### config.mk
export PLATFORM = sky130hd
export DESIGN_NAME = wav_chunk_parser
export DESIGN_NICKNAME = d
export VERILOG_FILES = /design/src/wcp_pkg.sv /design/src/wcp_front.sv /design/src/wcp_queue.sv /design/src/wcp_back.sv /design/src/wav_chunk_parser.sv
export SDC_FILE = /design/constraint.sdc
export NUM_CORES = 1
export LEC_CHECK = 0
export ABC_AREA = 1
export BUFFER_PORTS_ARGS = -buffer_cell sky130_fd_sc_hd__buf_2
export CAP_MARGIN = 20
export CORE_UTILIZATION = 40
export DETAILED_ROUTE_END_ITERATION = 10
export HOLD_SLACK_MARGIN = 0.08
export PLACE_DENSITY = 0.53
export SETUP_SLACK_MARGIN = 0.05
export SLEW_MARGIN = 20
export SYNTH_ARGS = -nofsm -noshare
export SYNTH_HDL_FRONTEND = slang
export SYNTH_HIERARCHICAL = 1
export SYNTH_SLANG_ARGS = --single-unit
### constraint.sdc
create_clock -name clock -period 13.8 [get_ports clock]
set_input_delay 0.69 -clock clock [delete_from_list [all_inputs] [get_ports clock]]
set_output_delay 0.69 -clock clock [all_outputs]
set_load 0.01 [all_outputs]
### src/wcp_pkg.sv
// ----------------------------------------------------------------------------
// wcp_pkg
// Shared types and constants of the WAV chunk parser: result codes, chunk
// tags and the command record that runs from the parser to the output stage.
// ----------------------------------------------------------------------------
package wcp_pkg;

   // result status codes
   localparam logic [2:0] ST_SAMPLE  = 3'd0;
   localparam logic [2:0] ST_FMT_OK  = 3'd1;
   localparam logic [2:0] ST_BAD_TAG = 3'd2;
   localparam logic [2:0] ST_BAD_FMT = 3'd3;
   localparam logic [2:0] ST_NO_FMT  = 3'd4;

   // tags as they sit in the shift register after four little-endian bytes
   localparam logic [31:0] TAG_RIFF = 32'h4646_4952;
   localparam logic [31:0] TAG_WAVE = 32'h4556_4157;
   localparam logic [31:0] TAG_FMT  = 32'h2074_6D66;
   localparam logic [31:0] TAG_DATA = 32'h6174_6164;

   localparam logic [31:0] FMT_BODY = 32'd16;

   localparam int QUEUE_DEPTH = 2;

   typedef struct packed {
      logic [2:0]  status;
      logic [7:0]  sample_byte;
      logic        block_last;
      logic [1:0]  sample_type;
      logic [31:0] frame_rate;
   } wcp_cmd_type;

   typedef struct packed {
      logic full;
      logic not_empty;
   } wcp_qstat_type;

endpackage

### src/wcp_front.sv
// ----------------------------------------------------------------------------
// wcp_front
// Byte parser: walks the RIFF/WAVE chunk structure one byte per transfer and
// issues a command record for every byte that yields a result.
// ----------------------------------------------------------------------------
module wcp_front (
   input  logic               clock,
   input  logic               reset,
   input  logic               accept,
   input  logic [7:0]         file_byte,
   input  logic               restart,
   output logic               push,
   output wcp_pkg::wcp_cmd_type cmd
);

   localparam logic [3:0] PH_RIFF  = 4'd0;
   localparam logic [3:0] PH_RSIZE = 4'd1;
   localparam logic [3:0] PH_WAVE  = 4'd2;
   localparam logic [3:0] PH_ID    = 4'd3;
   localparam logic [3:0] PH_LEN   = 4'd4;
   localparam logic [3:0] PH_FMT   = 4'd5;
   localparam logic [3:0] PH_SKIP  = 4'd6;
   localparam logic [3:0] PH_DATA  = 4'd7;
   localparam logic [3:0] PH_PAD   = 4'd8;
   localparam logic [3:0] PH_HALT  = 4'd9;

   logic [3:0]  phase_ff, phase_in, c_phase;
   logic [4:0]  count_ff, count_in, c_count;
   logic [31:0] tag_ff, tag_in, c_tag;
   logic [31:0] len_ff, len_in, c_len;
   logic [31:0] left_ff, left_in, c_left;
   logic [15:0] code_ff, code_in, c_code;
   logic [15:0] chan_ff, chan_in, c_chan;
   logic [31:0] rate_ff, rate_in, c_rate;
   logic [15:0] bits_ff, bits_in, c_bits;
   logic [2:0]  bb_ff, bb_in, c_bb;
   logic [1:0]  pos_ff, pos_in, c_pos;
   logic        seen_ff, seen_in, c_seen;

   logic [1:0]  bb_mask;
   logic [1:0]  rem;
   logic        is_stereo, is_16, fmt_ok, last;

   always_comb begin
      // restart clears everything before the byte is parsed
      c_phase = restart ? PH_RIFF : phase_ff;
      c_count = restart ? '0 : count_ff;
      c_tag   = restart ? '0 : tag_ff;
      c_len   = restart ? '0 : len_ff;
      c_left  = restart ? '0 : left_ff;
      c_code  = restart ? '0 : code_ff;
      c_chan  = restart ? '0 : chan_ff;
      c_rate  = restart ? '0 : rate_ff;
      c_bits  = restart ? '0 : bits_ff;
      c_bb    = restart ? '0 : bb_ff;
      c_pos   = restart ? '0 : pos_ff;
      c_seen  = restart ? 1'b0 : seen_ff;

      phase_in = c_phase;
      count_in = c_count;
      tag_in   = c_tag;
      len_in   = c_len;
      left_in  = c_left;
      code_in  = c_code;
      chan_in  = c_chan;
      rate_in  = c_rate;
      bits_in  = c_bits;
      bb_in    = c_bb;
      pos_in   = c_pos;
      seen_in  = c_seen;

      push      = 1'b0;
      cmd       = '0;
      bb_mask   = 2'(c_bb - 3'd1);
      rem       = c_len[1:0] & bb_mask;
      is_stereo = 1'b0;
      is_16     = 1'b0;
      fmt_ok    = 1'b0;
      last      = 1'b0;

      unique case (c_phase) inside
         PH_RIFF, PH_RSIZE, PH_WAVE, PH_ID: begin
            tag_in   = {file_byte, c_tag[31:8]};
            count_in = c_count + 5'd1;
            if (c_count == 5'd3) begin
               count_in = '0;
               unique case (c_phase)
                  PH_RIFF: begin
                     if (tag_in != wcp_pkg::TAG_RIFF) begin
                        phase_in   = PH_HALT;
                        push       = 1'b1;
                        cmd.status = wcp_pkg::ST_BAD_TAG;
                     end else begin
                        phase_in = PH_RSIZE;
                     end
                  end
                  PH_RSIZE: phase_in = PH_WAVE;
                  PH_WAVE: begin
                     if (tag_in != wcp_pkg::TAG_WAVE) begin
                        phase_in   = PH_HALT;
                        push       = 1'b1;
                        cmd.status = wcp_pkg::ST_BAD_TAG;
                     end else begin
                        phase_in = PH_ID;
                     end
                  end
                  default: phase_in = PH_LEN;
               endcase
            end
         end
         PH_LEN: begin
            len_in   = {file_byte, c_len[31:8]};
            count_in = c_count + 5'd1;
            if (c_count == 5'd3) begin
               count_in = '0;
               left_in  = len_in;
               if (c_tag == wcp_pkg::TAG_FMT && !c_seen) begin
                  if (len_in < wcp_pkg::FMT_BODY) begin
                     phase_in   = PH_HALT;
                     push       = 1'b1;
                     cmd.status = wcp_pkg::ST_BAD_FMT;
                  end else begin
                     phase_in = PH_FMT;
                  end
               end else if (c_tag == wcp_pkg::TAG_DATA) begin
                  if (!c_seen) begin
                     phase_in   = PH_HALT;
                     push       = 1'b1;
                     cmd.status = wcp_pkg::ST_NO_FMT;
                  end else begin
                     pos_in   = '0;
                     phase_in = (len_in == '0) ? PH_ID : PH_DATA;
                  end
               end else begin
                  phase_in = (len_in == '0) ? PH_ID : PH_SKIP;
               end
            end
         end
         PH_FMT: begin
            case (c_count[3:0])
               4'd0:    code_in[7:0]   = file_byte;
               4'd1:    code_in[15:8]  = file_byte;
               4'd2:    chan_in[7:0]   = file_byte;
               4'd3:    chan_in[15:8]  = file_byte;
               4'd4:    rate_in[7:0]   = file_byte;
               4'd5:    rate_in[15:8]  = file_byte;
               4'd6:    rate_in[23:16] = file_byte;
               4'd7:    rate_in[31:24] = file_byte;
               4'd14:   bits_in[7:0]   = file_byte;
               4'd15:   bits_in[15:8]  = file_byte;
               default: ;
            endcase
            left_in  = c_left - 32'd1;
            count_in = c_count + 5'd1;
            if (c_count == 5'd15) begin
               count_in  = '0;
               is_stereo = (chan_in == 16'd2);
               is_16     = (bits_in == 16'd16);
               fmt_ok    = (code_in == 16'd1) && (chan_in == 16'd1 || is_stereo)
                           && (bits_in == 16'd8 || is_16);
               if (!fmt_ok) begin
                  phase_in   = PH_HALT;
                  push       = 1'b1;
                  cmd.status = wcp_pkg::ST_BAD_FMT;
               end else begin
                  // block size is 1, 2 or 4 bytes
                  bb_in   = {is_stereo & is_16, is_stereo ^ is_16, ~is_stereo & ~is_16};
                  seen_in = 1'b1;
                  if (left_in != '0) begin
                     phase_in = PH_SKIP;
                  end else begin
                     phase_in = c_len[0] ? PH_PAD : PH_ID;
                  end
                  push            = 1'b1;
                  cmd.status      = wcp_pkg::ST_FMT_OK;
                  cmd.sample_type = {is_stereo, is_16};
                  cmd.frame_rate  = rate_in;
               end
            end
         end
         PH_SKIP: begin
            left_in = c_left - 32'd1;
            if (left_in == '0) begin
               count_in = '0;
               phase_in = c_len[0] ? PH_PAD : PH_ID;
            end
         end
         PH_DATA: begin
            left_in = c_left - 32'd1;
            // bytes of the trailing partial block give no result
            if (c_left > {30'd0, rem}) begin
               last            = (c_pos == bb_mask);
               pos_in          = last ? 2'd0 : c_pos + 2'd1;
               push            = 1'b1;
               cmd.status      = wcp_pkg::ST_SAMPLE;
               cmd.sample_byte = file_byte;
               cmd.block_last  = last;
            end
            if (left_in == '0) begin
               count_in = '0;
               phase_in = c_len[0] ? PH_PAD : PH_ID;
            end
         end
         PH_PAD: begin
            phase_in = PH_ID;
            count_in = '0;
         end
         default: ;
      endcase

      if (!accept) begin
         push = 1'b0;
      end
   end

   always_ff @(posedge clock) begin
      if (reset) begin
         phase_ff <= PH_RIFF;
         count_ff <= '0;
         tag_ff   <= '0;
         len_ff   <= '0;
         left_ff  <= '0;
         code_ff  <= '0;
         chan_ff  <= '0;
         rate_ff  <= '0;
         bits_ff  <= '0;
         bb_ff    <= '0;
         pos_ff   <= '0;
         seen_ff  <= 1'b0;
      end else if (accept) begin
         phase_ff <= phase_in;
         count_ff <= count_in;
         tag_ff   <= tag_in;
         len_ff   <= len_in;
         left_ff  <= left_in;
         code_ff  <= code_in;
         chan_ff  <= chan_in;
         rate_ff  <= rate_in;
         bits_ff  <= bits_in;
         bb_ff    <= bb_in;
         pos_ff   <= pos_in;
         seen_ff  <= seen_in;
      end
   end

endmodule

### src/wcp_queue.sv
// ----------------------------------------------------------------------------
// wcp_queue
// Two-entry command queue between the parser and the output stage.
// ----------------------------------------------------------------------------
module wcp_queue (
   input  logic                  clock,
   input  logic                  reset,
   input  logic                  push,
   input  wcp_pkg::wcp_cmd_type  push_cmd,
   input  logic                  pop,
   output wcp_pkg::wcp_cmd_type  head_cmd,
   output wcp_pkg::wcp_qstat_type stat
);

   localparam int PTR_W = $clog2(wcp_pkg::QUEUE_DEPTH);
   localparam int CNT_W = $clog2(wcp_pkg::QUEUE_DEPTH + 1);

   wcp_pkg::wcp_cmd_type entry_ff [wcp_pkg::QUEUE_DEPTH];
   logic [PTR_W-1:0] wr_ff, wr_in;
   logic [PTR_W-1:0] rd_ff, rd_in;
   logic [CNT_W-1:0] cnt_ff, cnt_in;

   always_comb begin
      wr_in  = wr_ff;
      rd_in  = rd_ff;
      cnt_in = cnt_ff;
      if (push) begin
         wr_in = (wr_ff == PTR_W'(wcp_pkg::QUEUE_DEPTH - 1)) ? '0 : wr_ff + PTR_W'(1);
      end
      if (pop) begin
         rd_in = (rd_ff == PTR_W'(wcp_pkg::QUEUE_DEPTH - 1)) ? '0 : rd_ff + PTR_W'(1);
      end
      if (push && !pop) begin
         cnt_in = cnt_ff + CNT_W'(1);
      end else if (pop && !push) begin
         cnt_in = cnt_ff - CNT_W'(1);
      end
   end

   assign head_cmd       = entry_ff[rd_ff];
   assign stat.full      = (cnt_ff == CNT_W'(wcp_pkg::QUEUE_DEPTH));
   assign stat.not_empty = (cnt_ff != '0);

   always_ff @(posedge clock) begin
      if (reset) begin
         wr_ff  <= '0;
         rd_ff  <= '0;
         cnt_ff <= '0;
      end else begin
         wr_ff  <= wr_in;
         rd_ff  <= rd_in;
         cnt_ff <= cnt_in;
      end
   end

   always_ff @(posedge clock) begin
      if (push) begin
         entry_ff[wr_ff] <= push_cmd;
      end
   end

endmodule

### src/wcp_back.sv
// ----------------------------------------------------------------------------
// wcp_back
// Output stage: holds the accepted format and builds the result fields into
// the response register.
// ----------------------------------------------------------------------------
module wcp_back (
   input  logic                 clock,
   input  logic                 reset,
   input  logic                 cmd_valid,
   input  wcp_pkg::wcp_cmd_type cmd,
   output logic                 pop,
   output logic                 rsp_valid,
   input  logic                 rsp_stall,
   output logic [2:0]           rsp_status,
   output logic [7:0]           rsp_sample_byte,
   output logic [1:0]           rsp_sample_type,
   output logic [31:0]          rsp_frame_rate,
   output logic                 rsp_block_last
);

   logic        valid_ff, valid_in;
   logic        load;
   logic [1:0]  type_ff, type_in;
   logic [31:0] rate_ff, rate_in;
   wcp_pkg::wcp_cmd_type out_ff, out_in;

   assign load = !valid_ff || !rsp_stall;
   assign pop  = cmd_valid && load;

   always_comb begin
      valid_in = valid_ff;
      type_in  = type_ff;
      rate_in  = rate_ff;
      out_in   = cmd;
      if (load) begin
         valid_in = cmd_valid;
      end
      case (cmd.status)
         wcp_pkg::ST_FMT_OK: begin
            type_in = cmd.sample_type;
            rate_in = cmd.frame_rate;
         end
         wcp_pkg::ST_SAMPLE: begin
            // samples carry the format that was last accepted
            out_in.sample_type = type_ff;
            out_in.frame_rate  = rate_ff;
         end
         default: ;
      endcase
      if (!pop) begin
         type_in = type_ff;
         rate_in = rate_ff;
      end
   end

   always_ff @(posedge clock) begin
      if (reset) begin
         valid_ff <= 1'b0;
         type_ff  <= '0;
         rate_ff  <= '0;
      end else begin
         valid_ff <= valid_in;
         type_ff  <= type_in;
         rate_ff  <= rate_in;
      end
   end

   always_ff @(posedge clock) begin
      if (pop) begin
         out_ff <= out_in;
      end
   end

   assign rsp_valid       = valid_ff;
   assign rsp_status      = out_ff.status;
   assign rsp_sample_byte = out_ff.sample_byte;
   assign rsp_sample_type = out_ff.sample_type;
   assign rsp_frame_rate  = out_ff.frame_rate;
   assign rsp_block_last  = out_ff.block_last;

endmodule

### src/wav_chunk_parser.sv
// ----------------------------------------------------------------------------
// wav_chunk_parser
// RIFF/WAVE PCM stream parser: file bytes in, sample bytes and status out.
// ----------------------------------------------------------------------------
// The req_ channel carries one file byte per transfer; req_restart marks the
// first byte of a new file and clears the parse state before that byte.
// The rsp_ channel carries zero or one result per byte: a sample byte with
// its block_last mark, a format report, or an error code. After an error no
// result follows until the next restart.
// Throughput is one byte per cycle while req_stall is low. A result reaches
// rsp_ by way of a command queue, which the parser writes at the byte's transfer
// edge, and then the response register, which the output stage loads from it.
// The two-entry queue sets req_stall: it rises only when the queue is full,
// so a stall on rsp_ reaches the input once the response register and both
// queue entries hold results.
// Bytes that give no result never wait on the queue's drain beyond that.
// Reset empties the queue and the response register and returns the parser
// to the RIFF tag; rsp_valid is low in the cycle after reset.
// While rsp_stall is high the response register holds its result.
// ----------------------------------------------------------------------------
module wav_chunk_parser (
   input  logic        clock,
   input  logic        reset,
   input  logic        req_valid,
   output logic        req_stall,
   input  logic [7:0]  req_file_byte,
   input  logic        req_restart,
   output logic        rsp_valid,
   input  logic        rsp_stall,
   output logic [2:0]  rsp_status,
   output logic [7:0]  rsp_sample_byte,
   output logic [1:0]  rsp_sample_type,
   output logic [31:0] rsp_frame_rate,
   output logic        rsp_block_last
);

   logic                   accept;
   logic                   push;
   logic                   pop;
   wcp_pkg::wcp_cmd_type   push_cmd;
   wcp_pkg::wcp_cmd_type   head_cmd;
   wcp_pkg::wcp_qstat_type q_stat;

   assign req_stall = q_stat.full;
   assign accept    = req_valid && !req_stall;

   wcp_front u_front (
      .clock     (clock),
      .reset     (reset),
      .accept    (accept),
      .file_byte (req_file_byte),
      .restart   (req_restart),
      .push      (push),
      .cmd       (push_cmd)
   );

   wcp_queue u_queue (
      .clock    (clock),
      .reset    (reset),
      .push     (push),
      .push_cmd (push_cmd),
      .pop      (pop),
      .head_cmd (head_cmd),
      .stat     (q_stat)
   );

   wcp_back u_back (
      .clock           (clock),
      .reset           (reset),
      .cmd_valid       (q_stat.not_empty),
      .cmd             (head_cmd),
      .pop             (pop),
      .rsp_valid       (rsp_valid),
      .rsp_stall       (rsp_stall),
      .rsp_status      (rsp_status),
      .rsp_sample_byte (rsp_sample_byte),
      .rsp_sample_type (rsp_sample_type),
      .rsp_frame_rate  (rsp_frame_rate),
      .rsp_block_last  (rsp_block_last)
   );

   a_no_push_when_full: assert property (@(posedge clock) disable iff (reset)
      q_stat.full |-> !push)
      else $error("command pushed into a full queue");

   a_error_fields_zero: assert property (@(posedge clock) disable iff (reset)
      rsp_valid && (rsp_status == wcp_pkg::ST_BAD_TAG || rsp_status == wcp_pkg::ST_BAD_FMT
                    || rsp_status == wcp_pkg::ST_NO_FMT)
      |-> rsp_frame_rate == '0 && rsp_sample_type == '0)
      else $error("error result carries format fields");

   a_non_sample_clean: assert property (@(posedge clock) disable iff (reset)
      rsp_valid && rsp_status != wcp_pkg::ST_SAMPLE |-> !rsp_block_last && rsp_sample_byte == '0)
      else $error("non-sample result carries sample fields");

   a_reset_empty: assert property (@(posedge clock)
      reset |=> !rsp_valid && !q_stat.not_empty)
      else $error("results pending after reset");

endmodule

==> reports/metrics.yaml, run 1 <==
routing:
  wl_per_cell_um: 17.7
  initialDrtViolationCount: 1810
  drt_first_pass_iters: 5
  dr_total_vias: 18900
  wirelength_um: 61500
  ant_nets: 0
  drc: 0
  vias_per_cell: 5.43
final_layout:
  nets: 2791
  layout_commonest_cell: "nand2_1"
  fin_area_sq_um: 22400
  area_growth_pct: 9.28
  final_layout_size_suffix_gt1_frac: 0.0990
  nFillCells: 5092
  multiInputGateArea_sq_um: 9830
  final_cell_mix: "583 x nand2_1, 369 x nor2_1, 278 x inv_1, 258 x o21ai_0, 244 x a21oi_1"
  ff_latch_area_sq_um: 8630
clock_network:
  hold_buffers: 0
  clkSinkCount: 362
  clock_latency_ns: 0.59
  cts_buffers: 42
  clockBufferDepth: 3
  cts_max_level: 2
  post-cts-setup-buffers: 0
  cts_resized: 0
  clockRootBuffer: "clkbuf_16"
  cts.clk_slew.worst_paths_ns: 0.06
  cts_tree: "done"
global_route:
  grt_pass1_vias: 17200
  grtUsageTotal: 0.233
  gr-total-overflow: 0
  grt_first_pass_wirelength_um: 97500
  antenna_found_initial: 1
  grt_start_max_net_pins: 169
flow_run:
  cap_violations: 0
yosys:
  ys_seq_area_frac: 0.421
  synth_seq_cells: 362
  synthesis.area_sq_um: 20500
  synth-edff-count: 138
  syn_area_per_cell_sq_um: 7.29
  synthFlopType: "dfxtp_1"
  synth_cell_types: 56
  synth_warnings: 6
  ys_async_sr_fraction: 0
  syn-num-nets: 2839
  synthCells: 2814
outcome:
  outcome: "finished clean"
die:
  die_y_um: 228
  die_width_um: 228
  num_rows: 82
  initial_core_util: 0.407
  dieArea_sq_um: 52200
  io_pins: 61
  coreArea_sq_um: 50400
place:
  pre_cts_ws_ns: 8.47
  gp_congestion: 0.931
  port_buffers: 60
  place_area_sq_um: 20900
  place_hpwl_um: 39500
sta:
  final.setup_skew_ns: 0.0321
  rsz0062_at_grt: "false"
  hold_ws_ns: 0.443
  final_hold_viol_count: 0
  max_slew_margin: 0.310
  fmax_mhz: 211
  timing.final.crit_share: 0.344
  worst_slack_ns: 9.06
  slew_violations: 0
  setup_viol: 0
  min_period_ns: 4.74
  setup_tns_ns: 0
  worstMarginPinSlew_ns: 1.03
worst_setup_path:
  cp-start-kind: "input pin"
  arrival_ns: 4.92
  cp.required_ns: 13.98
  crit_type: "input pin to register"
  path_max_fanout: 61
  worst_setup_path_end_kind: "register"
pwr:
  powerDensity_nw_per_um2: 162
  total_power_mw: 3.63
  vdd_drop_max_v: 0.0000810
  leakagePower_nw: 9.44
min_path:
  min_path_type: "input pin to register"
## power by group
part           switching, mW  total (mW)  internal (mW)
Combinational          0.717        1.05          0.334
Clock                  0.478        1.17          0.693
Sequential            0.0864        1.40           1.32
## synthesized netlist by cell type, types with 2 or more instances
master	count	share of area
nand2_1	584	0.11
nor2_1	371	0.068
inv_1	281	0.051
o21ai_0	258	0.063
a21oi_1	244	0.060
dfxtp_1	224	0.22
nand3_1	170	0.041
edfxtp_1	138	0.20
clkbuf_1	105	0.019
a31oi_1	66	0.020
mux2_4	40	0.029
o211ai_1	35	0.013
a221oi_1	33	0.014
nand4_1	30	0.0092
buf_1	22	0.0040
buf_2	20	0.0049
buf_6	18	0.0099
nand2_2	18	0.0055
nor2_2	17	0.0052
nor3_1	17	0.0041
o21ai_1	14	0.0034
ha_1	12	0.0073
inv_2	12	0.0022
or2_2	9	0.0027
nor4_1	7	0.0021
o221ai_1	7	0.0030
buf_4	6	0.0022
mux2_2	6	0.0033
buf_12	5	0.0049
clkinv_1	4	0.00073
xor2_1	4	0.0017
nor2_4	3	0.0016
nor3_2	3	0.0015
a211o_1	2	0.00085
a211oi_1	2	0.00073
a21oi_2	2	0.00085
a41oi_1	2	0.00085
buf_8	2	0.0015
nand3_2	2	0.00098
o22ai_1	2	0.00061
xnor2_1	2	0.00085
## state kept, by name, indices dropped and copies added, names as in the netlist, 2 cells and up, named ones only
name	count
u_back/rsp_status	3
u_back/type_ff	2
u_front/phase_ff	4
u_back/rate_ff	32
u_queue/cnt_ff	2
u_front/left_ff	32
u_front/bits_ff	16
u_back/rsp_sample_byte	8
u_front/chan_ff	16
u_front/code_ff	16
u_front/count_ff	5
u_front/tag_ff	32
u_front/pos_ff	2
u_front/rate_ff	32
u_front/bb_ff	2
u_back/rsp_frame_rate	32
u_front/len_ff	26
u_queue/entry_ff	92
u_back/rsp_sample_type	2
## worst max-delay path: stages
cell and delay (ns):
buf_2 0.13, buf_4 0.35, nor2_1 0.36, ha_1 0.32, nand2_1 0.33, nor2_1 0.21, buf_4 0.29, inv_2 0.30
nor2_2 0.30, inv_1 0.14, nand2_1 0.08, o21ai_0 0.12, a31oi_1 0.37, nand2_1 0.12, inv_2 0.76
## metal layers
| metal | part of all wire | global-route usage | up-vias |
|---|---|---|---|
| li1 | - | - | 9340 |
| met1 | 0.47 | 0.331 | 8777 |
| met2 | 0.43 | 0.352 | 631 |
| met3 | 0.061 | 0.0339 | 118 |
| met4 | 0.037 | 0.0961 | 0 |
| met5 | 0 | 0 | - |
## worst paths after layout
check	startpoint	end	slack (ns)	cells past startpoint
min	rsp_stall	u_back/rsp_valid	0.44	3
min reg2reg	u_front/tag_ff[2]	u_front/tag_ff[2]	0.47	2
max reg2reg	u_front/count_ff[1]	u_queue/entry_ff[1][36]	9.42	14
max	req_restart	u_queue/entry_ff[1][36]	9.06	15
## metrics by stage
| stage | util | std cells |
|---|---|---|
| 4_1_cts | 0.444 | 3470 |
| 3_3_place_gp | 0.415 | 3393 |
| 5_1_grt | 0.445 | 3471 |
| 6_report | 0.445 | 3473 |
| 3_5_place_dp | 0.416 | 3393 |
| 2_1_floorplan | - | 2814 |
## final cells by class
cell class / count / share of cell area
tap: 672 / 0.0375
clock inverter: 20 / 0.0122
timing repair buffer: 86 / 0.0235
clock buffer: 57 / 0.0521
multi-input combinational: 1976 / 0.439
inverter: 298 / 0.0504
antenna: 2 / 0.000223
sequential: 362 / 0.385
## kinds of logic (layout without fill, tap and decap cells)
family	after synthesis	after routing	share of synthesized area
AOI/OAI and AO/OA	674	674	0.183
xor gates and xnor gates	6	6	0.00256
adders and majority gates	12	12	0.00732
buffers and inverters	476	461	0.101
DFF	362	362	0.421
muxes	46	46	0.0326
other	0	2	0
and+or+nand+nor	1238	1238	0.252
(Power assumes the default switching activity.)
==> run 2: changes to the inputs <==
==> constraint.sdc (replaced) <==
create_clock -name clock -period 4.7 [get_ports clock]
set_input_delay 0.235 -clock clock [delete_from_list [all_inputs] [get_ports clock]]
set_output_delay 0.235 -clock clock [all_outputs]
set_load 0.01 [all_outputs]
==> run 2 against run 1 <==
  * Cell count up 0.60%
  * Design area up 1.3%
  * Setup slack worse by 8.0 ns
  * Critical path depth down 2
  * Global-route usage up 0.93 points
  * Non-clock buffer count up 18
  * Sequential power rose to 3.0 times the previous value
  * Hold slack worse by 0.31 ns
  * Core utilization up 0.58 points
  * Combinational power rose to 3.0 times the previous value
  * Critical endpoint is now u_queue/entry_ff[0][9]
  * Highest routed layer unchanged
==> reports/metrics.yaml, run 2 (synthesized netlist as in run 1, its figures left out) <==
routing:
  wirelength_um: 64300  # +4.5%
  wl_per_cell_um: 18.4  # +3.9%
  vias_per_cell: 5.47  # +0.69%
  dr_total_vias: 19100  # +1.3%
  drc: 0  # unchanged
  ant_nets: 0  # unchanged
  drt_first_pass_iters: 6  # +1
  initialDrtViolationCount: 1699  # -6.1%
pwr:
  total_power_mw: 10.9  # +200%
  vdd_drop_max_v: 0.000283  # +250%
  powerDensity_nw_per_um2: 480  # +200%
  leakagePower_nw: 9.58  # +1.5%
die:
  num_rows: 82  # unchanged
  coreArea_sq_um: 50400  # unchanged
  die_y_um: 228  # unchanged
  initial_core_util: 0.407  # unchanged
  io_pins: 61  # unchanged
  dieArea_sq_um: 52200  # unchanged
  die_width_um: 228  # unchanged
worst_setup_path:
  cp.required_ns: 4.98  # -9.00 ns
  path_depth: 13  # -2
  path_cells: "inv_1 -> nor2_1 -> ha_1 -> nand2_1 -> nor2_1 -> buf_4 -> nand2_1 -> nand2_1 -> o21ai_0 -> a31oi_1 -> inv_1 -> nor2_4 -> buf_12"
  crit_path_top_delay_cell: "a31oi_1"
  cpPeakStageDelay_ns: 0.45  # -0.31 ns
  arrival_ns: 3.89  # -1.03 ns
  cp-start-kind: "register"
  critPathBufInv: 4  # -2
  r2r_start: "u_front/count_ff[1]"
  critPathTopFamily: "simple AND/OR/NAND/NOR gates"
  path_max_fanout: 34  # -44%
  crit_type: "register to register"
  worst_setup_path_end_kind: "register"
  rr_endpoint: "u_queue/entry_ff[0][9]"
  r2r_slack_ns: 1.09  # -8.33 ns
  cp_common_cell: "nand2_1"
  rr_worst_depth: 13  # -1
place:
  gp_congestion: 0.926  # -0.48%
  place_hpwl_um: 43100  # +9.3%
  dp_cells: 3410  # +0.50%
  port_buffers: 60  # unchanged
global_route:
  gr-total-overflow: 0  # unchanged
  grt_first_pass_wirelength_um: 100000  # +3.1%
  grt_pass1_vias: 17600  # +2.2%
  grtUsageTotal: 0.242  # +0.00928
  grt_start_max_net_pins: 169  # unchanged
  antenna_found_initial: 0  # -1
clock_network:
  cts_max_level: 2  # unchanged
  clock_latency_ns: 0.59  # about the same
  cts.clk_slew.worst_paths_ns: 0.06  # about the same
  cts_tree: "done"
  clockBufferDepth: 3  # unchanged
  cts_buffers: 44  # +4.8%
  clockRootBuffer: "clkbuf_16"
  clkSinkCount: 362  # unchanged
final_layout:
  layout_commonest_cell: "nand2_1"
  final_layout_size_suffix_gt1_frac: 0.104  # +0.00522
  fin_cells: 3494  # +0.60%
  n_antenna_cell: 0  # -2
  top_register: "u_queue/entry_ff"
  area_growth_pct: 10.7
  largest_reg_flops: 92  # unchanged
  nets: 2811  # +0.72%
  final_cell_mix: "583 x nand2_1, 369 x nor2_1, 278 x inv_1, 258 x o21ai_0, 244 x a21oi_1"
sta:
  fmax_mhz: 277
  rsz0062_at_grt: "false"
  worstMarginPinSlew_ns: 1.06  # +0.0306 ns
  setup_viol: 0  # unchanged
  final_hold_viol_count: 0  # unchanged
  slew_violations: 0  # unchanged
  setup_tns_ns: 0  # unchanged
  timing.final.crit_share: 0.768
  final.setup_skew_ns: 0.0172  # -0.0148 ns
  max_slew_margin: 0.290  # -0.0197
  min_period_ns: 3.61
min_path:
  hp-start: "req_file_byte[2]"
  min_to: "u_front/left_ff[26]"
  min_path_type: "input pin to register"
  whs_path_depth: 3  # unchanged
flow_run:
  cap_violations: 0  # unchanged
outcome:
  outcome: "finished clean"
[run 2: timing repair]
action | 4_1_cts | 5_1_grt
hold buffers | 2 | 0
hold endpoints to repair | 1 | 0
resized for setup | 0 | 0
setup buffers | 0 | 0
[run 2: worst max path at each step]
stage | from | end
floorplan | req_restart | u_queue/entry_ff[0][0]
global placement | req_restart | u_queue/entry_ff[1][22]
detailed placement | req_restart | u_queue/entry_ff[0][7]
CTS | u_front/count_ff[1] | u_queue/entry_ff[0][1]
global route | u_front/count_ff[1] | u_queue/entry_ff[0][1]
finish | u_front/count_ff[1] | u_queue/entry_ff[0][9]
[run 2: cell type report]
| type | instances | area, sq um |
|---|---|---|
| Clock buffer | 64 | 1250 |
| Clock inverter | 18 | 309 |
| Fill cell | 5123 | 27700 |
| Inverter | 298 | 1130 |
| Multi-Input combinational cell | 1976 | 9830 |
| Sequential cell | 362 | 8630 |
| Tap cell | 672 | 841 |
| Timing Repair Buffer | 104 | 706 |
[run 2: per-layer routing]
layer	share of wire	track usage	up-vias
met1	0.46	0.333	8958
li1	-	-	9393
met5	0	0	-
met2	0.45	0.381	638
met4	0.035	0.0958	0
met3	0.057	0.0362	122
[run 2: worst min-delay path, cell delays in order]
cell,delay (ns)
buf_2,0.18
o21ai_0,0.18
a31oi_1,0.07
[run 2: stage by stage]
| step | hold WS [ns] | cell area (sq um) | utilization | setup slack, ns |
|---|---|---|---|---|
| floorplan | 0.304 | 20500 | - | 0.334 |
| detailed placement | 0.457 | 21100 | 0.419 | 0.851 |
| global route | 0.142 | 22700 | 0.451 | 0.721 |
| CTS | 0.108 | 22700 | 0.451 | 1.10 |
| global placement | 0.455 | 21100 | 0.419 | 0.888 |
| finish | 0.130 | 22700 | 0.451 | 1.09 |
[run 2: where the power goes]
part / internal (mW) / total [mW] / switching (mW)
Clock: 2.24 / 3.63 / 1.39
Sequential: 3.87 / 4.13 / 0.257
Combinational: 0.997 / 3.13 / 2.14
